File: config.mk
export PLATFORM = sky130hd
export DESIGN_NAME = array_load_scheduler_fsm
export DESIGN_NICKNAME = d
export VERILOG_FILES = /design/src/hdl/alsf_pkg.sv /design/src/hdl/array_load_scheduler_fsm.sv /design/src/hdl/alsf_cfg_regs.sv /design/src/hdl/alsf_core.sv
export SDC_FILE = /design/constraint.sdc
export NUM_CORES = 1
export LEC_CHECK = 0
export BUFFER_PORTS_ARGS = -buffer_cell sky130_fd_sc_hd__clkbuf_2
export CAP_MARGIN = 20
export CORE_ASPECT_RATIO = 1.5
export CORE_UTILIZATION = 40
export CTS_CLUSTER_SIZE = 12
export DETAILED_ROUTE_END_ITERATION = 10
export HOLD_SLACK_MARGIN = 0.06
export PLACE_DENSITY = 0.6
export SYNTH_ARGS = -nofsm -noshare
export SYNTH_HDL_FRONTEND = slang
export SYNTH_SLANG_ARGS = --single-unit
File: constraint.sdc
create_clock -name clk -period 6.27 [get_ports clk]
set_clock_uncertainty 0.15 [all_clocks]
set_input_delay 1.254 -clock clk [delete_from_list [all_inputs] [get_ports clk]]
set_output_delay 1.254 -clock clk [all_outputs]
set_load 0.005 [all_outputs]
File: src/hdl/alsf_pkg.sv
package alsf_pkg;

  localparam int ARRAY_ROWS_DEF = 16;

  localparam int PHASE_W = 3;
  localparam int SW_W    = 2;
  localparam int COUNT_W = 7;
  localparam int CFG_IDX_W  = 2;
  localparam int CFG_DATA_W = 6;

  // phase codes
  localparam logic [PHASE_W-1:0] PH_IDLE      = 3'd0;
  localparam logic [PHASE_W-1:0] PH_REGLOAD   = 3'd1;
  localparam logic [PHASE_W-1:0] PH_TRANSLOAD = 3'd2;
  localparam logic [PHASE_W-1:0] PH_FIRSTLOAD = 3'd3;
  localparam logic [PHASE_W-1:0] PH_REUSELOAD = 3'd4;
  localparam logic [PHASE_W-1:0] PH_DOUT      = 3'd5;

  // configuration register indexes
  localparam logic [CFG_IDX_W-1:0] REG_REUSE_MODE     = 2'd0;
  localparam logic [CFG_IDX_W-1:0] REG_TRANSPOSE_MODE = 2'd1;
  localparam logic [CFG_IDX_W-1:0] REG_CONV_KERNEL    = 2'd2;
  localparam logic [CFG_IDX_W-1:0] REG_FLOW_TIMES     = 2'd3;

  // transpose and reuse codes used by the switch logic
  localparam logic [1:0] TR_B_ONLY  = 2'd1;
  localparam logic [1:0] TR_A_AND_B = 2'd2;
  localparam logic [1:0] REUSE_SPECIAL = 2'd2;

  localparam logic [3:0] CONV_REG_MIN = 4'd3;

  localparam logic [SW_W-1:0] SW_NONE  = 2'd0;
  localparam logic [SW_W-1:0] SW_REUSE = 2'd1;
  localparam logic [SW_W-1:0] SW_BOTH  = 2'd3;

  typedef struct packed {
    logic [1:0] reuse_mode;
    logic [1:0] transpose_mode;
    logic [3:0] conv_kernel;
    logic [5:0] flow_times;
  } cfg_t;

  typedef struct packed {
    logic start_req;
    logic load_done;
    logic execute_finished;
    logic last_instruction;
    logic register_file_clear;
    logic update_finished;
    logic write_finished;
    logic last_flow_clear;
  } flags_t;

  typedef struct packed {
    logic [PHASE_W-1:0] phase;
    logic [SW_W-1:0]    operand_switch;
    logic [COUNT_W-1:0] flow_count;
    logic               last_flow_mark;
    logic               flow_end;
    logic               crossbar_done;
  } result_t;

endpackage

File: src/hdl/array_load_scheduler_fsm.sv
// A result beat passes the input register (stage 1), then the output register.
// Throughput: one beat per cycle unless out_stall holds the output; the state advances
// once per beat in the core, between the input register and the output register.
// Reset (rst, synchronous): phase idle, all counters, flags, the switch and the
// configuration registers go to zero; both pipeline registers empty.
module array_load_scheduler_fsm #(
  parameter int ARRAY_ROWS = alsf_pkg::ARRAY_ROWS_DEF
) (
  input  logic                             clk,
  input  logic                             rst,
  input  logic                             in_valid,
  output logic                             in_stall,
  input  logic                             start_req,
  input  logic                             load_done,
  input  logic                             execute_finished,
  input  logic                             last_instruction,
  input  logic                             register_file_clear,
  input  logic                             update_finished,
  input  logic                             write_finished,
  input  logic                             last_flow_clear,
  output logic                             out_valid,
  input  logic                             out_stall,
  output logic [alsf_pkg::PHASE_W-1:0]    phase,
  output logic [alsf_pkg::SW_W-1:0]       operand_switch,
  output logic [alsf_pkg::COUNT_W-1:0]    flow_count,
  output logic                             last_flow_mark,
  output logic                             flow_end,
  output logic                             crossbar_done,
  input  logic                             cfg_valid,
  output logic                             cfg_ready,
  input  logic [alsf_pkg::CFG_IDX_W-1:0]  cfg_index,
  input  logic [alsf_pkg::CFG_DATA_W-1:0] cfg_data
);

  alsf_pkg::cfg_t    cfg;
  alsf_pkg::flags_t  in_flags;
  alsf_pkg::flags_t  s1_flags;
  alsf_pkg::result_t core_res;
  alsf_pkg::result_t out_res;
  logic              s1_valid, s1_valid_next;
  logic              out_valid_next;
  logic              accept, advance;

  alsf_cfg_regs u_cfg (
    .clk       (clk),
    .rst       (rst),
    .cfg_valid (cfg_valid),
    .cfg_ready (cfg_ready),
    .cfg_index (cfg_index),
    .cfg_data  (cfg_data),
    .cfg       (cfg)
  );

  assign in_flags = '{start_req:           start_req,
                      load_done:           load_done,
                      execute_finished:    execute_finished,
                      last_instruction:    last_instruction,
                      register_file_clear: register_file_clear,
                      update_finished:     update_finished,
                      write_finished:      write_finished,
                      last_flow_clear:     last_flow_clear};

  // stage 1 moves into the output register whenever that register frees up
  assign advance  = s1_valid && (!out_valid || !out_stall);
  assign in_stall = s1_valid && !advance;
  assign accept   = in_valid && !in_stall;

  always_comb begin
    s1_valid_next = s1_valid;
    if (accept) s1_valid_next = 1'b1;
    else if (advance) s1_valid_next = 1'b0;

    out_valid_next = out_valid;
    if (advance) out_valid_next = 1'b1;
    else if (!out_stall) out_valid_next = 1'b0;
  end

  always_ff @(posedge clk) begin
    if (rst) begin
      s1_valid  <= 1'b0;
      out_valid <= 1'b0;
    end else begin
      s1_valid  <= s1_valid_next;
      out_valid <= out_valid_next;
    end
  end

  always_ff @(posedge clk) begin
    if (accept) s1_flags <= in_flags;
    if (advance) out_res <= core_res;
  end

  alsf_core #(
    .ARRAY_ROWS (ARRAY_ROWS)
  ) u_core (
    .clk   (clk),
    .rst   (rst),
    .step  (advance),
    .cfg   (cfg),
    .flags (s1_flags),
    .res   (core_res)
  );

  assign phase          = out_res.phase;
  assign operand_switch = out_res.operand_switch;
  assign flow_count     = out_res.flow_count;
  assign last_flow_mark = out_res.last_flow_mark;
  assign flow_end       = out_res.flow_end;
  assign crossbar_done  = out_res.crossbar_done;

endmodule

File: src/hdl/alsf_cfg_regs.sv
module alsf_cfg_regs (
  input  logic                             clk,
  input  logic                             rst,
  input  logic                             cfg_valid,
  output logic                             cfg_ready,
  input  logic [alsf_pkg::CFG_IDX_W-1:0]  cfg_index,
  input  logic [alsf_pkg::CFG_DATA_W-1:0] cfg_data,
  output alsf_pkg::cfg_t                   cfg
);

  assign cfg_ready = 1'b1;

  always_ff @(posedge clk) begin
    if (rst) begin
      cfg <= '0;
    end else if (cfg_valid && cfg_ready) begin
      case (cfg_index)
        alsf_pkg::REG_REUSE_MODE:     cfg.reuse_mode     <= cfg_data[1:0];
        alsf_pkg::REG_TRANSPOSE_MODE: cfg.transpose_mode <= cfg_data[1:0];
        alsf_pkg::REG_CONV_KERNEL:    cfg.conv_kernel    <= cfg_data[3:0];
        alsf_pkg::REG_FLOW_TIMES:     cfg.flow_times     <= cfg_data[5:0];
        default: ;
      endcase
    end
  end

endmodule

File: src/hdl/alsf_core.sv
module alsf_core #(
  parameter int ARRAY_ROWS = alsf_pkg::ARRAY_ROWS_DEF
) (
  input  logic              clk,
  input  logic              rst,
  input  logic              step,
  input  alsf_pkg::cfg_t    cfg,
  input  alsf_pkg::flags_t  flags,
  output alsf_pkg::result_t res
);

  localparam int ROW_W = $clog2(ARRAY_ROWS);
  localparam logic [ROW_W-1:0] ROW_LAST = ROW_W'(ARRAY_ROWS - 1);

  logic [alsf_pkg::PHASE_W-1:0] phase, phase_next;
  logic                         instr_valid;
  logic                         load_done_delayed;
  logic                         conv_reuse_flag;
  logic                         crossbar_done;
  logic [alsf_pkg::COUNT_W-1:0] flow_counter, flow_counter_next;
  logic                         last_flow, last_flow_next;
  logic [ROW_W-1:0]             row_counter, row_counter_next;
  logic [alsf_pkg::SW_W-1:0]    switch_sel, switch_sel_next;

  logic                         flow_end;
  logic                         reuse, transpose, execute, conv_mode;
  logic                         conv_big;
  logic [alsf_pkg::COUNT_W-1:0] target;
  logic                         counter_clear, row_last, reuse_exit;
  logic                         sw_bit;

  always_comb begin
    if (phase != alsf_pkg::PH_DOUT) begin
      flow_end = 1'b0;
    end else if (flags.last_instruction) begin
      flow_end = flags.register_file_clear;
    end else begin
      flow_end = flags.update_finished || flags.write_finished;
    end
  end

  assign reuse     = cfg.reuse_mode != 2'd0;
  assign transpose = cfg.transpose_mode != 2'd0;
  assign execute   = switch_sel[0] ^ switch_sel[1];
  assign conv_mode = reuse && execute;
  assign conv_big  = cfg.conv_kernel >= alsf_pkg::CONV_REG_MIN;

  // no reuse: 2*flow_times - 1, wrapping at 7 bits
  assign target = reuse ? {1'b0, cfg.flow_times}
                        : {cfg.flow_times, 1'b0} - 7'd1;

  assign counter_clear = (flow_counter == target) && flags.load_done;
  assign row_last      = row_counter == ROW_LAST;
  // a zero target is excluded: target-1 would wrap to 127
  assign reuse_exit    = (target != '0) && (flow_counter == target - 7'd1)
                         && flags.load_done && transpose;
  assign sw_bit        = ~cfg.transpose_mode[0];

  always_comb begin
    case (phase)
      alsf_pkg::PH_REGLOAD: begin
        if (transpose && flags.load_done) phase_next = alsf_pkg::PH_TRANSLOAD;
        else if (conv_reuse_flag && flags.load_done) phase_next = alsf_pkg::PH_REUSELOAD;
        else phase_next = alsf_pkg::PH_REGLOAD;
      end
      alsf_pkg::PH_TRANSLOAD: begin
        phase_next = (row_last || flags.load_done) ? alsf_pkg::PH_REUSELOAD
                                                   : alsf_pkg::PH_TRANSLOAD;
      end
      alsf_pkg::PH_FIRSTLOAD: begin
        if (flags.execute_finished) phase_next = alsf_pkg::PH_DOUT;
        else if (conv_mode && flags.load_done) phase_next = alsf_pkg::PH_REUSELOAD;
        else phase_next = alsf_pkg::PH_FIRSTLOAD;
      end
      alsf_pkg::PH_REUSELOAD: begin
        if (flags.execute_finished) phase_next = alsf_pkg::PH_DOUT;
        else if (reuse_exit) phase_next = alsf_pkg::PH_FIRSTLOAD;
        else phase_next = alsf_pkg::PH_REUSELOAD;
      end
      alsf_pkg::PH_DOUT: begin
        phase_next = flow_end ? alsf_pkg::PH_IDLE : alsf_pkg::PH_DOUT;
      end
      default: begin
        if (instr_valid && conv_big) phase_next = alsf_pkg::PH_REGLOAD;
        else if (instr_valid) phase_next = alsf_pkg::PH_FIRSTLOAD;
        else phase_next = alsf_pkg::PH_IDLE;
      end
    endcase
  end

  always_comb begin
    row_counter_next = row_counter;
    if (flags.start_req) begin
      row_counter_next = '0;
    end else if (phase == alsf_pkg::PH_TRANSLOAD) begin
      row_counter_next = row_last ? '0 : row_counter + 1'b1;
    end

    flow_counter_next = flow_counter;
    if (flags.start_req || counter_clear) begin
      flow_counter_next = '0;
    end else if (flags.load_done) begin
      flow_counter_next = flow_counter + 1'b1;
    end

    last_flow_next = last_flow;
    if (flags.start_req || flags.last_flow_clear) begin
      last_flow_next = 1'b0;
    end else if (counter_clear) begin
      last_flow_next = 1'b1;
    end
  end

  always_comb begin
    switch_sel_next = switch_sel;
    case (phase)
      alsf_pkg::PH_FIRSTLOAD, alsf_pkg::PH_REGLOAD: begin
        if (load_done_delayed && !conv_mode) begin
          switch_sel_next = {switch_sel[1], ~switch_sel[0]};
        end
      end
      alsf_pkg::PH_TRANSLOAD: ;
      alsf_pkg::PH_REUSELOAD: begin
        if (conv_reuse_flag) begin
          switch_sel_next = alsf_pkg::SW_REUSE;
        end else if (!(cfg.transpose_mode == alsf_pkg::TR_B_ONLY ||
                       cfg.transpose_mode == cfg.reuse_mode)) begin
          switch_sel_next = {sw_bit, sw_bit ^ last_flow};
        end
      end
      alsf_pkg::PH_DOUT: begin
        if (flow_end) switch_sel_next = alsf_pkg::SW_NONE;
      end
      default: begin
        switch_sel_next = (cfg.transpose_mode == alsf_pkg::TR_A_AND_B ||
                           (cfg.transpose_mode == alsf_pkg::TR_B_ONLY &&
                            cfg.reuse_mode == alsf_pkg::REUSE_SPECIAL))
                          ? alsf_pkg::SW_BOTH : alsf_pkg::SW_NONE;
      end
    endcase
  end

  always_ff @(posedge clk) begin
    if (rst) begin
      phase             <= alsf_pkg::PH_IDLE;
      instr_valid       <= 1'b0;
      load_done_delayed <= 1'b0;
      conv_reuse_flag   <= 1'b0;
      crossbar_done     <= 1'b0;
      flow_counter      <= '0;
      last_flow         <= 1'b0;
      row_counter       <= '0;
      switch_sel        <= '0;
    end else if (step) begin
      phase             <= phase_next;
      instr_valid       <= flags.start_req;
      load_done_delayed <= flags.load_done;
      conv_reuse_flag   <= conv_big;
      crossbar_done     <= flow_end;
      flow_counter      <= flow_counter_next;
      last_flow         <= last_flow_next;
      row_counter       <= row_counter_next;
      switch_sel        <= switch_sel_next;
    end
  end

  // outputs reflect the state before this beat's update
  always_comb begin
    res.phase          = phase;
    res.operand_switch = switch_sel;
    res.flow_count     = flow_counter;
    res.last_flow_mark = last_flow;
    res.flow_end       = flow_end;
    res.crossbar_done  = crossbar_done;
  end

endmodule

# Word-level counts from Yosys, hierarchy flattened
# Cells that the tools add are included.
# word_totals
mem_bits_rw	0
input_bits	21
latch_bits	0
word_cells	136
romBits	0
n_memories	0
output_inout_bits	18
ff_bits	60
# classes
mul	0
muxes	31
n_lt_le_gt_ge	1
addsub	4
div	0
shift	0
n_bitwise	6
eq_ne	20
reduce_logical	44
# op_table
cell	count
$mux 3	9
$mux 7	3
$pmux 3 s5	1
$eq 7x7->1	2
$logic_and 1x1->1	14
$reduce_and 2->1	7
$sub 7x1->7 const B	2
$mux 4	3
$reduce_bool 2->1	6
$mux 2	5
$reduce_and 5->1	2
$mux 1	9
$eq 2x2->1 const B	4
$pmux 2 s4	1
$add 7x1->7 const B	1
$logic_or 1x1->1	7
$reduce_bool 7->1	1
$eq 3x2->1 const B	2
$eq 3x3->1 const B	2
$ne 2x1->1 const B	3
$logic_not 1->1	5
$add 4x1->4 const B	1
$eq 2x1->1 const B	2
$eq 4x4->1 const B	1
9 further kinds	13

# Depth between registers and ports, before layout
# logic_depth
ltp_word	10
ltp_mapped	12
depth_no_buf	10

# Hierarchy
# Synthesis repeated with hierarchy kept, for this count alone.
# unflattened
cells_unflattened	352
hier_area_um2	3329.4
# by_module_without_submodules
module	cells_per_inst	area_per_inst_um2	n_inst	seq_area_each_um2
alsf_core	260	1934.4	1	420.4
array_load_scheduler_fsm	33	777.0	1	730.7
alsf_cfg_regs	59	618.1	1	280.3

# Worst setup path after synthesis
# Ideal clock, no wire load.
# synth_path
path_kind	flip-flop to flip-flop
from	reg, netlist name u_cfg.cfg[0]
to	reg u_core.flow_counter[4] (netlist name)
path_buffers	2
path_slack_ns	3.281
path_stages_with_launch	12
setup_ns	0.132
t_arrival_ns	2.708
synth_period_minus_slack_ns	2.989
t_required_ns	5.988
path_cell_list	dfxtp_1 buf_6 inv_1 ha_1 buf_4 or3b_2 mux2i_1 o21a_1 or4_1 or4_4 a21oi_4 nor3_1
# synth_via
elab_chain_len	7
word_cells_on_any_way	8
cone_classes	add/sub (1); eq/ne (1); mux (2); reduce/logical (4)
# synth_rtl
item	line	rtl
$sub 7x1->7	alsf_core.sv:50	: {cfg.flow_times, 1'b0} - 7'd1;
$mux 7 (*)	alsf_core.sv:49	assign target = reuse ? {1'b0, cfg.flow_times}
$eq 7x7->1 (*)	alsf_core.sv:52	assign counter_clear = (flow_counter == target) && flags.load_done;
$logic_and 1x1->1 (*)	alsf_core.sv:52	
$logic_or 1x1->1 (*)	alsf_core.sv:100	if (flags.start_req || counter_clear) begin
$reduce_bool 2->1 (no source line)	n/a	
$reduce_and 2->1 (no source line)	n/a	
end signal: assignment	alsf_core.sv:160	flow_counter <= flow_counter_next;
end: declaration	alsf_core.sv:20	logic [alsf_pkg::COUNT_W-1:0] flow_counter, flow_counter_next;
# Every way passes the cells marked *; elsewhere a longest branch is shown, timed or not.
# A chain may end at the register's enable or synchronous reset.

# Worst setup path after layout
# layout_path
from	reg, netlist name u_cfg.cfg[0]
to	reg u_core.flow_counter[4] (netlist name)
# layout_via
elab_chain_len	7
word_cells_on_any_way	8
cone_classes	add/sub (1); eq/ne (1); mux (2); reduce/logical (4)
# layout_rtl
item	line
$sub 7x1->7	alsf_core.sv:50
$mux 7 (*)	alsf_core.sv:49
$eq 7x7->1 (*)	alsf_core.sv:52
$logic_and 1x1->1 (*)	alsf_core.sv:52
$logic_or 1x1->1 (*)	alsf_core.sv:100
$reduce_bool 2->1 (no source line)	n/a
$reduce_and 2->1 (no source line)	n/a
# Marked as above.

==> impl_metrics.env <==
export IMPL_wl_per_cell_um=14.6
export IMPL_cts_root_buffer="clkbuf_16"
export IMPL_yosys_cell_types_count=63
export IMPL_fin_cells=496
export IMPL_clock_sinks=60
export IMPL_finalHoldViolations=0
export IMPL_vias_per_cell=5.57
export IMPL_powerDensity_nw_per_um2=259
export IMPL_critPathBufInv=1
export IMPL_h_tree_depth=3
export IMPL_dp_hpwl_mm=5.26
export IMPL_area_delta_synth_final_pct=12.9
export IMPL_period_share=0.514
export IMPL_crit_family="simple AND/OR/NAND/NOR gates"
export IMPL_synth_flop_cell="dfxtp_1"
export IMPL_timing_fmax_ghz=0.310
export IMPL_reg2regPathDepth=9
export IMPL_numCtsBuffers=9
export IMPL_dr_first_iter_drc_count=181
export IMPL_synth_nets=384
export IMPL_hp_class="reg2reg"
export IMPL_synth_common_cells="nor2_1 (48), dfxtp_1 (37), nand2_1 (25)"
export IMPL_critPathLaunchType="flop"
export IMPL_synth_area_leaders="dfxtp_1 (22%), edfxtp_1 (21%), nor2_1 (5.5%)"
export IMPL_worstHoldEndpoint="crossbar_done"
export IMPL_avgSynthCellArea_um2=9.20
export IMPL_gp_congestion=0.880
export IMPL_status="complete, no violations"
export IMPL_vias=2763
export IMPL_critical_path_class="reg2reg"
export IMPL_cpPeakStageDelay_ns=0.52
export IMPL_fin_crit_ns=3.22
export IMPL_worstMarginPinSlew_ns=0.793
export IMPL_ios=39
export IMPL_synthCells=359
export IMPL_grt_pass1_vias=2709
export IMPL_drc=0
export IMPL_grt_pass1_wl_mm=12.4
export IMPL_dp_cells=480
export IMPL_slew_headroom=0.458
export IMPL_fin_nets=411
export IMPL_path_max_fanout=8
export IMPL_setup_violations_final=0
export IMPL_r2r_start="u_cfg.cfg[0]"
export IMPL_hold_start="u_core.crossbar_done"
export IMPL_cts_hold_fix_buffers=0
export IMPL_synth_edf_count=23
export IMPL_r2r_end="u_core.flow_counter[4]"
export IMPL_yosysTopAreaCell="dfxtp_1"
export IMPL_ant_nets=0
export IMPL_path_cells="inv_1, ha_1, or3b_2, mux2i_1, o21a_1, or4_1, or4_4, a21oi_4, nor3_1"
export IMPL_synth_seq_area_share=0.433
export IMPL_post_cts_buffers=0
export IMPL_initial_core_util=0.412
export IMPL_grt_overflow_total=0
export IMPL_die_w_um=76.2
export IMPL_critPathCaptureType="flop"
export IMPL_required_ns=6.29
export IMPL_r2r_slack_ns=3.05
export IMPL_synth_seq_cells=60
export IMPL_max_clock_path_buffers=2
export IMPL_clk_pin_slew_ns=0.05
export IMPL_insertion_delay_ns=0.33
export IMPL_irDropWorstVdd_mv=0.143
export IMPL_wl_mm=7.27
export IMPL_synth_yosys_warnings=0
export IMPL_drive_gt1_frac=0.174
export IMPL_slew_viol_final=0
export IMPL_drtPass1Iterations=4
export IMPL_cts_resized=0
export IMPL_synth_top_cell_area_share=0.224
export IMPL_grt_setup_unrepaired="no"
export IMPL_die_area_um2=8630
export IMPL_cap_violations=0
export IMPL_synth_async_reset_ratio=0
export IMPL_grt_antenna_before_repair=0
export IMPL_syn_area_um2=3300
export IMPL_fin_area_um2=3730
export IMPL_critPathArrivalTime_ns=3.24
export IMPL_leakagePower_nw=1.49
export IMPL_hold_depth=0
export IMPL_synth_most_common_cell="nor2_1"
export IMPL_insertedDiodeCount=0
export IMPL_dieHeight_um=113
export IMPL_grt_max_degree=42
export IMPL_portBuffers=37
export IMPL_postPlaceCellArea_um2=3460
export IMPL_core_um2=8010
export IMPL_grt_usage=0.182
export IMPL_cts_tree="done"
export IMPL_postLayoutCoreUtil=0.465
export IMPL_setup_tns_final_ns=0
export IMPL_num_rows=40
export IMPL_slowest_stage="or3b_2"
## layout make-up
type                            instances  area, um^2
Clock inverter                          4        25.0
Fill cell                             790        4280
Multi-Input combinational cell        263        1650
Tap cell                              105         131
Clock buffer                           12         246
Timing Repair Buffer                   38         193
Inverter                               14        52.6
Sequential cell                        60        1430
## worst reg2reg max path, stage by stage, from the launching register on
cell and delay [ns]:
dfxtp_1 0.37, inv_1 0.08, ha_1 0.29, or3b_2 0.52, mux2i_1 0.18, o21a_1 0.18
or4_1 0.52, or4_4 0.49, a21oi_4 0.20, nor3_1 0.08
## worst max-delay path by stage
stage                            start                endpoint  slack [ns]  cells past startpoint
final                     u_cfg.cfg[0]  u_core.flow_counter[4]        3.05                      9
after global routing      u_cfg.cfg[0]  u_core.flow_counter[4]        2.89                      9
after CTS                 u_cfg.cfg[0]  u_core.flow_counter[4]        3.06                      9
after detailed placement  u_cfg.cfg[0]  u_core.flow_counter[4]        3.08                      9
after global placement       out_stall         u_core.phase[2]        3.11                      9
after floorplan           u_cfg.cfg[0]  u_core.flow_counter[4]        3.28                     11
## flip-flops by register name, indices dropped and copies added, names as in the netlist, 2 cells and up
| signal | flops |
|---|---|
| u_core.row_counter | 4 |
| u_core.switch_sel | 2 |
| phase | 3 |
| s1_flags | 8 |
| u_cfg.cfg | 14 |
| u_core.flow_counter | 7 |
| flow_count | 7 |
| u_core.phase | 3 |
| operand_switch | 2 |
## cell families (layout without fill, tap and decap cells)
kind of cell,Yosys count,in the layout,share of synthesized area
xor gates and xnor gates,13,13,0.0345
buffers and inverters,36,68,0.0675
muxes,17,17,0.0519
AOI/OAI and AO/OA,90,90,0.184
other,1,1,0.00114
adders and majority gates,4,4,0.0152
and+or+nand+nor,138,138,0.213
DFF,60,60,0.433
## where the power goes
part / switching, mW / total [mW] / leakage (nW) / internal (mW)
Sequential: 0.0132 / 0.431 / 0.522 / 0.418
Clock: 0.165 / 0.441 / 0.129 / 0.276
Combinational: 0.0522 / 0.0915 / 0.843 / 0.0392
## routing by layer
metal / wire (um) / up-vias / GRT usage
met1: 2830 / 1292 / 0.188
met4: 248 / 0 / 0.114
met3: 302 / 21 / 0.0468
met2: 3890 / 88 / 0.327
met5: 0 / - / 0
li1: - / 1362 / -
## placed cells by master (no fill, tap or decap), types with 7 or more instances in the layout
master / instances
edfxtp_1: 23
a21oi_1: 21
clkbuf_16: 9
dfxtp_1: 37
nor2_1: 48
inv_1: 14
nand2_1: 25
xor2_1: 7
o21ai_0: 21
nor3_1: 13
mux2i_1: 16
clkbuf_2: 37
## through the flow
step	hold WS (ns)	total power [mW]	setup slack [ns]
2_1_floorplan	0.259	0.506	3.28
3_5_place_dp	0.291	0.530	3.08
6_report	0.301	0.964	3.05
3_3_place_gp	0.297	0.528	3.11
5_1_grt	0.329	1.01	2.89
4_1_cts	0.303	0.976	3.06
No activity file was read; power rests on OpenSTA's default activity.
